File: config.mk
export PLATFORM = sky130hd
export DESIGN_NAME = calendar_to_epoch_seconds_unit
export DESIGN_NICKNAME = d
export VERILOG_FILES = /design/src/cte_pkg.sv /design/src/calendar_to_epoch_seconds_unit.sv /design/src/cte_front.sv /design/src/cte_date.sv /design/src/cte_scale.sv
export SDC_FILE = /design/constraint.sdc
export NUM_CORES = 2
export LEC_CHECK = 0
export BUFFER_PORTS_ARGS = -buffer_cell sky130_fd_sc_hd__clkbuf_2
export CORE_MARGIN = 2
export CORE_UTILIZATION = 40
export DETAILED_ROUTE_END_ITERATION = 6
export PLACE_DENSITY_LB_ADDON = 0.08
export SETUP_SLACK_MARGIN = 0.2
export SLEW_MARGIN = 20
export SYNTH_ARGS = -nofsm -noshare
export SYNTH_HDL_FRONTEND = slang
export SYNTH_SLANG_ARGS = --single-unit
File: constraint.sdc
create_clock -name clk -period 11.9 [get_ports clk]
set_input_delay 1.785 -clock clk [delete_from_list [all_inputs] [get_ports clk]]
set_output_delay 1.785 -clock clk [all_outputs]
set_load 0.02 [all_outputs]
File: src/cte_pkg.sv
// ============================================================================
// cte_pkg
// Shared types, constants and lookup tables for the calendar-to-epoch unit.
// ============================================================================
package cte_pkg;

    localparam int unsigned SECS_PER_DAY  = 86400;
    localparam int unsigned SECS_PER_HOUR = 3600;
    localparam int unsigned SECS_PER_MIN  = 60;
    localparam int unsigned DAYS_PER_YEAR = 365;
    localparam int unsigned EPOCH_YEAR    = 1970;
    localparam int unsigned MAX_YEAR      = 9999;
    localparam int          ZONE_HOUR_MIN = -12;
    localparam int          ZONE_HOUR_MAX = 14;

    // floor(v / 25) == (v * RECIP25) >> RECIP25_SHIFT for v below 43690
    localparam int unsigned RECIP25       = 5243;
    localparam int unsigned RECIP25_SHIFT = 17;

    typedef enum logic [1:0] {
        STATUS_OK       = 2'd0,
        STATUS_BAD_DATE = 2'd1,
        STATUS_BAD_TIME = 2'd2,
        STATUS_BAD_ZONE = 2'd3
    } status_t;

    // stage 1 -> stage 2
    typedef struct packed {
        logic [13:0] year;
        logic [3:0]  month;
        logic [4:0]  day;
        logic [13:0] yrel;       // year - 1970
        logic [11:0] n4;         // (year - 1969) / 4
        logic [24:0] prod4;      // (year / 4) * RECIP25
        logic [22:0] prod16;     // (year / 16) * RECIP25
        logic [24:0] prod100;    // ((year - 1901) / 4) * RECIP25
        logic [22:0] prod400;    // ((year - 1601) / 16) * RECIP25
        logic        year_bad;
        logic        time_bad;
        logic        zone_bad;
        logic [18:0] sec_part;   // time of day minus zone offset, signed
    } front_t;

    // stage 2 -> stage 3
    typedef struct packed {
        logic [21:0] days;
        status_t     status;
        logic [18:0] sec_part;
    } date_t;

    function automatic logic [4:0] month_len(input logic leap, input logic [3:0] month);
        logic [4:0] len;
        unique case (month)
            4'd2:                   len = leap ? 5'd29 : 5'd28;
            4'd4, 4'd6, 4'd9, 4'd11: len = 5'd30;
            default:                len = 5'd31;
        endcase
        return len;
    endfunction

    function automatic logic [8:0] days_before(input logic leap, input logic [3:0] month);
        logic [8:0] base;
        logic [8:0] adj;
        unique case (month)
            4'd2:    base = 9'd31;
            4'd3:    base = 9'd59;
            4'd4:    base = 9'd90;
            4'd5:    base = 9'd120;
            4'd6:    base = 9'd151;
            4'd7:    base = 9'd181;
            4'd8:    base = 9'd212;
            4'd9:    base = 9'd243;
            4'd10:   base = 9'd273;
            4'd11:   base = 9'd304;
            4'd12:   base = 9'd334;
            default: base = 9'd0;
        endcase
        adj = (leap && month > 4'd2 && month <= 4'd12) ? 9'd1 : 9'd0;
        return base + adj;
    endfunction

endpackage

File: src/calendar_to_epoch_seconds_unit.sv
// ============================================================================
// calendar_to_epoch_seconds_unit
// UTC date, time and zone offset to POSIX seconds since 1970-01-01.
// ============================================================================
// A transaction is taken on every clock edge with start high; busy is never
// raised, so one conversion can be issued every cycle. The result appears on
// epoch_seconds/status with done high for exactly one cycle, once the
// transaction has passed the registers of cte_front, cte_date and cte_scale.
// Results come out in issue order. The receiver cannot stall the four-stage
// pipeline (field checks and reciprocal products, leap rule and day count,
// day-to-second multiply, final add), which has no hold path.
// status: 0 ok, 1 bad date (year outside 1970..9999, month or day out of
// range), 2 bad time, 3 bad zone; the first failing check wins and forces
// epoch_seconds to 0. epoch_seconds is two's complement (small negative values
// are possible for the first hours of 1970 in east-of-UTC zones).
// ============================================================================
module calendar_to_epoch_seconds_unit
(
    input  logic                 clk,
    input  logic                 rst_n,
    input  logic                 start,
    output logic                 busy,
    input  logic [13:0]          cal_year,
    input  logic [3:0]           cal_month,
    input  logic [4:0]           cal_day,
    input  logic [4:0]           clock_hour,
    input  logic [5:0]           clock_minute,
    input  logic [5:0]           clock_second,
    input  logic signed [4:0]    zone_hour,
    input  logic [5:0]           zone_minute,
    output logic                 done,
    output logic signed [38:0]   epoch_seconds,
    output logic [1:0]           status
);

    logic             accept;
    logic             s1_valid;
    cte_pkg::front_t  s1_data;
    logic             s2_valid;
    cte_pkg::date_t   s2_data;
    logic [38:0]      epoch_raw;

    // fully pipelined, never back-pressures
    assign busy   = 1'b0;
    assign accept = start && !busy;

    // stage 1: range checks, zone offset, reciprocal products for /100, /400
    cte_front u_front
    (
        .clk          (clk),
        .rst_n        (rst_n),
        .in_valid     (accept),
        .cal_year     (cal_year),
        .cal_month    (cal_month),
        .cal_day      (cal_day),
        .clock_hour   (clock_hour),
        .clock_minute (clock_minute),
        .clock_second (clock_second),
        .zone_hour    (zone_hour),
        .zone_minute  (zone_minute),
        .out_valid    (s1_valid),
        .out_data     (s1_data)
    );

    // stage 2: leap year, day-of-month check, days since epoch, status priority
    cte_date u_date
    (
        .clk       (clk),
        .rst_n     (rst_n),
        .in_valid  (s1_valid),
        .in_data   (s1_data),
        .out_valid (s2_valid),
        .out_data  (s2_data)
    );

    // stages 3-4: days * 86400, plus time of day minus zone, zero on error
    cte_scale u_scale
    (
        .clk           (clk),
        .rst_n         (rst_n),
        .in_valid      (s2_valid),
        .in_data       (s2_data),
        .out_valid     (done),
        .epoch_seconds (epoch_raw),
        .status        (status)
    );

    assign epoch_seconds = $signed(epoch_raw);

endmodule

File: src/cte_front.sv
// ============================================================================
// cte_front
// Stage 1: field checks, zone offset, time of day, reciprocal products.
// ============================================================================
module cte_front
(
    input  logic                 clk,
    input  logic                 rst_n,
    input  logic                 in_valid,
    input  logic [13:0]          cal_year,
    input  logic [3:0]           cal_month,
    input  logic [4:0]           cal_day,
    input  logic [4:0]           clock_hour,
    input  logic [5:0]           clock_minute,
    input  logic [5:0]           clock_second,
    input  logic signed [4:0]    zone_hour,
    input  logic [5:0]           zone_minute,
    output logic                 out_valid,
    output cte_pkg::front_t      out_data
);

    logic             valid_reg;
    cte_pkg::front_t  data_reg;
    cte_pkg::front_t  data_next;

    logic [13:0] d1969;
    logic [13:0] d1901;
    logic [13:0] d1601;
    logic [4:0]  habs;
    logic [16:0] zmag;
    logic [16:0] tod;
    logic        zmin_step;
    logic        zone_ok;

    always_comb
    begin
        d1969 = cal_year - 14'd1969;
        d1901 = cal_year - 14'd1901;
        d1601 = cal_year - 14'd1601;

        habs = zone_hour[4] ? 5'(-zone_hour) : zone_hour;
        zmag = 17'(17'(habs) * 17'(cte_pkg::SECS_PER_HOUR))
             + 17'(17'(zone_minute) * 17'(cte_pkg::SECS_PER_MIN));
        tod  = 17'(17'(clock_hour) * 17'(cte_pkg::SECS_PER_HOUR))
             + 17'(17'(clock_minute) * 17'(cte_pkg::SECS_PER_MIN))
             + 17'(clock_second);

        zmin_step = (zone_minute == 6'd0) || (zone_minute == 6'd15) ||
                    (zone_minute == 6'd30) || (zone_minute == 6'd45) ||
                    (zone_minute == 6'd60);
        zone_ok = ((int'(zone_hour) > cte_pkg::ZONE_HOUR_MIN) &&
                   (int'(zone_hour) < cte_pkg::ZONE_HOUR_MAX) && zmin_step) ||
                  (((int'(zone_hour) == cte_pkg::ZONE_HOUR_MIN) ||
                    (int'(zone_hour) == cte_pkg::ZONE_HOUR_MAX)) &&
                   (zone_minute == 6'd0));

        data_next.year     = cal_year;
        data_next.month    = cal_month;
        data_next.day      = cal_day;
        data_next.yrel     = cal_year - 14'(cte_pkg::EPOCH_YEAR);
        data_next.n4       = d1969[13:2];
        data_next.prod4    = 25'(cal_year[13:2]) * 25'(cte_pkg::RECIP25);
        data_next.prod16   = 23'(cal_year[13:4]) * 23'(cte_pkg::RECIP25);
        data_next.prod100  = 25'(d1901[13:2]) * 25'(cte_pkg::RECIP25);
        data_next.prod400  = 23'(d1601[13:4]) * 23'(cte_pkg::RECIP25);
        data_next.year_bad = (cal_year < 14'(cte_pkg::EPOCH_YEAR)) ||
                             (cal_year > 14'(cte_pkg::MAX_YEAR));
        data_next.time_bad = (clock_hour >= 5'd24) || (clock_minute >= 6'd60) ||
                             (clock_second >= 6'd60);
        data_next.zone_bad = !zone_ok;
        // offset carries the sign of zone_hour; subtract it from time of day
        data_next.sec_part = zone_hour[4] ? (19'(tod) + 19'(zmag)) : (19'(tod) - 19'(zmag));
    end

    always_ff @(posedge clk or negedge rst_n)
    begin
        if (!rst_n)
        begin
            valid_reg <= 1'b0;
        end
        else
        begin
            valid_reg <= in_valid;
        end
    end

    always_ff @(posedge clk)
    begin
        data_reg <= data_next;
    end

    assign out_valid = valid_reg;
    assign out_data  = data_reg;

endmodule

File: src/cte_date.sv
// ============================================================================
// cte_date
// Stage 2: leap rule, month/day check, day count since the epoch, status.
// ============================================================================
module cte_date
(
    input  logic                 clk,
    input  logic                 rst_n,
    input  logic                 in_valid,
    input  cte_pkg::front_t      in_data,
    output logic                 out_valid,
    output cte_pkg::date_t       out_data
);

    logic            valid_reg;
    cte_pkg::date_t  data_reg;
    cte_pkg::date_t  data_next;

    logic [7:0]  q4;
    logic [5:0]  q16;
    logic [7:0]  n100;
    logic [5:0]  n400;
    logic        r4_zero;
    logic        r16_zero;
    logic        leap;
    logic        date_bad;
    logic [8:0]  ydays;
    logic [22:0] year_days;

    always_comb
    begin
        q4   = in_data.prod4[24:17];
        q16  = in_data.prod16[22:17];
        n100 = in_data.prod100[24:17];
        n400 = in_data.prod400[22:17];

        r4_zero  = (in_data.year[13:2] == 12'(12'(q4) * 12'd25));
        r16_zero = (in_data.year[13:4] == 10'(10'(q16) * 10'd25));
        // year%100 == 0 iff year%4 == 0 and (year/4)%25 == 0; same for 400 with 16
        leap = ((in_data.year[1:0] == 2'd0) && !r4_zero) ||
               ((in_data.year[3:0] == 4'd0) && r16_zero);

        date_bad = in_data.year_bad || (in_data.month == 4'd0) || (in_data.month > 4'd12) ||
                   (in_data.day == 5'd0) ||
                   (in_data.day > cte_pkg::month_len(leap, in_data.month));

        ydays     = cte_pkg::days_before(leap, in_data.month);
        year_days = 23'(in_data.yrel) * 23'(cte_pkg::DAYS_PER_YEAR);

        data_next.days = 22'(year_days) + 22'(ydays) + 22'(in_data.day) - 22'd1
                       + 22'(in_data.n4) - 22'(n100) + 22'(n400);

        if (date_bad)
            data_next.status = cte_pkg::STATUS_BAD_DATE;
        else if (in_data.time_bad)
            data_next.status = cte_pkg::STATUS_BAD_TIME;
        else if (in_data.zone_bad)
            data_next.status = cte_pkg::STATUS_BAD_ZONE;
        else
            data_next.status = cte_pkg::STATUS_OK;

        data_next.sec_part = in_data.sec_part;
    end

    always_ff @(posedge clk or negedge rst_n)
    begin
        if (!rst_n)
        begin
            valid_reg <= 1'b0;
        end
        else
        begin
            valid_reg <= in_valid;
        end
    end

    always_ff @(posedge clk)
    begin
        data_reg <= data_next;
    end

    assign out_valid = valid_reg;
    assign out_data  = data_reg;

endmodule

File: src/cte_scale.sv
// ============================================================================
// cte_scale
// Stages 3 and 4: days to seconds, add time of day, zero on error.
// ============================================================================
module cte_scale
(
    input  logic                 clk,
    input  logic                 rst_n,
    input  logic                 in_valid,
    input  cte_pkg::date_t       in_data,
    output logic                 out_valid,
    output logic [38:0]          epoch_seconds,
    output logic [1:0]           status
);

    logic              mul_valid_reg;
    logic [38:0]       prod_reg;
    logic [38:0]       prod_next;
    cte_pkg::status_t  mul_status_reg;
    logic [18:0]       mul_sec_reg;

    logic              out_valid_reg;
    logic [38:0]       epoch_reg;
    logic [38:0]       epoch_next;
    cte_pkg::status_t  status_reg;

    assign prod_next = 39'(in_data.days) * 39'(cte_pkg::SECS_PER_DAY);

    always_comb
    begin
        if (mul_status_reg != cte_pkg::STATUS_OK)
            epoch_next = 39'd0;
        else
            epoch_next = prod_reg + {{20{mul_sec_reg[18]}}, mul_sec_reg};
    end

    always_ff @(posedge clk or negedge rst_n)
    begin
        if (!rst_n)
        begin
            mul_valid_reg <= 1'b0;
            out_valid_reg <= 1'b0;
        end
        else
        begin
            mul_valid_reg <= in_valid;
            out_valid_reg <= mul_valid_reg;
        end
    end

    always_ff @(posedge clk)
    begin
        prod_reg       <= prod_next;
        mul_status_reg <= in_data.status;
        mul_sec_reg    <= in_data.sec_part;
        epoch_reg      <= epoch_next;
        status_reg     <= mul_status_reg;
    end

    assign out_valid     = out_valid_reg;
    assign epoch_seconds = epoch_reg;
    assign status        = status_reg;

endmodule
==> flow_summary.ini <==
[clock_network]
clk_pin_slew_ns = 0.06
htreeDepth = 1
clk_latency_ns = 0.59
cts_sinks = 248
cts-resized-gates = 0
cts_tree = built
numCtsBuffers = 29
clk_path_buf_depth = 3
cts_setup_buffers = 0
cts_hold_buf = 0
clock-root-buffer = clkbuf_16

[die]
placementRows = 100
initial_core_util = 0.404
ios = 97
core_region_area_sq_mm = 0.0743
die-area_sq_mm = 0.0773
chipHeight_um = 278
fp.dieW_um = 278

[critical_path]
rr_startpoint = u_front.out_data[112]
critPathKind = flop to flop
startpoint_type = flop
cp_data_required_time_ns = 12.37
crit_fanout = 4
rr_worst_depth = 36
r2r_slack_ns = 2.43
r2r-end = u_date.out_data[42]
crit_path_frequent_cell = ha_1
max_stage_delay_ns = 0.67
endpoint_kind = flop
cpMaxStageDelayCell = o41ai_1
arrival_ns = 9.94

[cells_and_area]
fin_util = 0.440
most-common-layout-cells = inv_1, ha_1, fa_1, dfxtp_1, xnor2_1
layout.nets = 4291
largest_reg_flops = 98
final_area_sq_mm = 0.0327
fill_cells = 7298
final_common_cell = inv_1
drive_gt1_frac = 0.0526
area_delta_synth_final_pct = 8.83

[worst_hold_path]
hold_start = u_front.out_data[9]
hold_depth = 0
min_to = u_date.out_data[9]
min_path_type = flop to flop

[sta]
drv_slew = 0
holdWs_ns = 0.323
relSlewSlack = 0.346
finalSetupViolCount = 0
fmax_mhz = 106
post-route-period-util = 0.796
clock-skew-final_ns = 0.0130
rsz0062_at_grt = false
final_hold_viol_count = 0
setup-tns-final_ns = 0
tightest_slew_ns = 0.973
timing.final.crit_period_ns = 9.47

[grt]
track_usage = 0.169
overflow = 0
grt_antenna_before_repair = 7
grt_max_degree = 31
grt_pass1_vias = 21600
grt_pass1_wl_mm = 107

[route]
vias_per_cell = 4.83
drtPass1Iterations = 5
post_drt_wl_per_cell_um = 15.1
ant_nets = 0
drtIter0Drc = 759
vias = 20400
drc_errors = 0
wirelength_mm = 63.7

[run]
drv_cap = 0

[logic_synthesis]
synth.top_cell.area_share = 0.290
ys_types = 79
synthCells = 3121
syn-cell-area_sq_mm = 0.0300
synth_edf_count = 0
synthFlopType = dfxtp_1
yosysWarnings = 0
ys_seq_area_frac = 0.166
async_reset_ff_frac = 0.0161
yosys-top-cells-area = ha_1, fa_1, dfxtp_1
yosysTopAreaCell = ha_1
synth_seq_cells = 248
synth.net_count = 4183
synth.avg_cell_area_sq_um = 9.62

[placement]
gp_congestion = 0.842
port_buffers = 95
place_area_sq_mm = 0.0316
hpwl_mm = 56.2

[status]
outcome = finished clean
## cell type report
cell class                 count  area, sq um  share of cell area
inverter                     713         2680              0.0820
sequential                   248         4980               0.153
clock inverter                19          264             0.00808
tap                          969         1210              0.0371
clock buffer                  34          764              0.0234
timing repair buffer          96          483              0.0148
multi-input combinational   2141        22300               0.682
antenna                        1         2.50           0.0000766
## worst max path at each step
stage / start / end / cells after the start
2_1_floorplan: u_front.out_data[112] / u_date.out_data[42] / 36
3_5_place_dp: u_front.out_data[112] / u_date.out_data[42] / 36
3_3_place_gp: u_front.out_data[112] / u_date.out_data[42] / 36
5_1_grt: u_front.out_data[112] / u_date.out_data[42] / 36
6_report: u_front.out_data[112] / u_date.out_data[42] / 36
4_1_cts: u_front.out_data[112] / u_date.out_data[42] / 36
## critical path, delay by kind of cell, from the launching register on
family / cells / cell delay (ns)
compound gates: 12 / 2.86
buf+inv: 5 / 0.27
simple gates: 3 / 0.33
mux: 1 / 0.23
flops: 1 / 0.34
xor+xnor: 2 / 0.29
fa+ha+maj: 13 / 5.02
## metrics by stage
step,cells,setup WS [ns]
after floorplan,3121,3.42
after global placement,4167,2.54
after detailed placement,4167,2.39
after CTS,4220,2.32
after global routing,4220,1.86
final,4221,2.43
## synth_stat cells, types with 17 or more instances
cell type	instances
nand4_1	22
dfxtp_1	244
nand2_1	80
o21ai_0	46
and2_1	17
o21ai_1	32
a211oi_1	17
a21o_1	76
a21oi_1	153
xor2_1	62
nor3_1	33
fa_1	312
o21bai_1	36
inv_1	706
nor2_1	112
nor2b_1	20
ha_1	696
and3_1	18
xnor2_1	177
o21a_1	22
nand3_1	41
## kinds of logic (layout without fill, tap and decap cells)
| family | Yosys count | in the layout | share of synthesized area |
|---|---|---|---|
| AO/OA/AOI/OAI | 480 | 480 | 0.104 |
| flip-flops | 248 | 248 | 0.166 |
| adder cells (fa/ha/maj) | 1008 | 1008 | 0.498 |
| other | 1 | 2 | 0.000125 |
| XOR/XNOR | 239 | 239 | 0.0697 |
| buffers and inverters | 732 | 862 | 0.0917 |
| multiplexers | 13 | 13 | 0.00483 |
| AND/OR/NAND/NOR | 400 | 400 | 0.0652 |
## routing by layer
metal / routed length (um) / GRT usage
met5: 66 / 0
met4: 914 / 0.0297
met1: 31700 / 0.240
met2: 29100 / 0.278
met3: 1950 / 0.0192
Power is left out: the tool's default activity adds up to more than one toggle a clock period on the data nets, which glitch-free logic cannot reach.
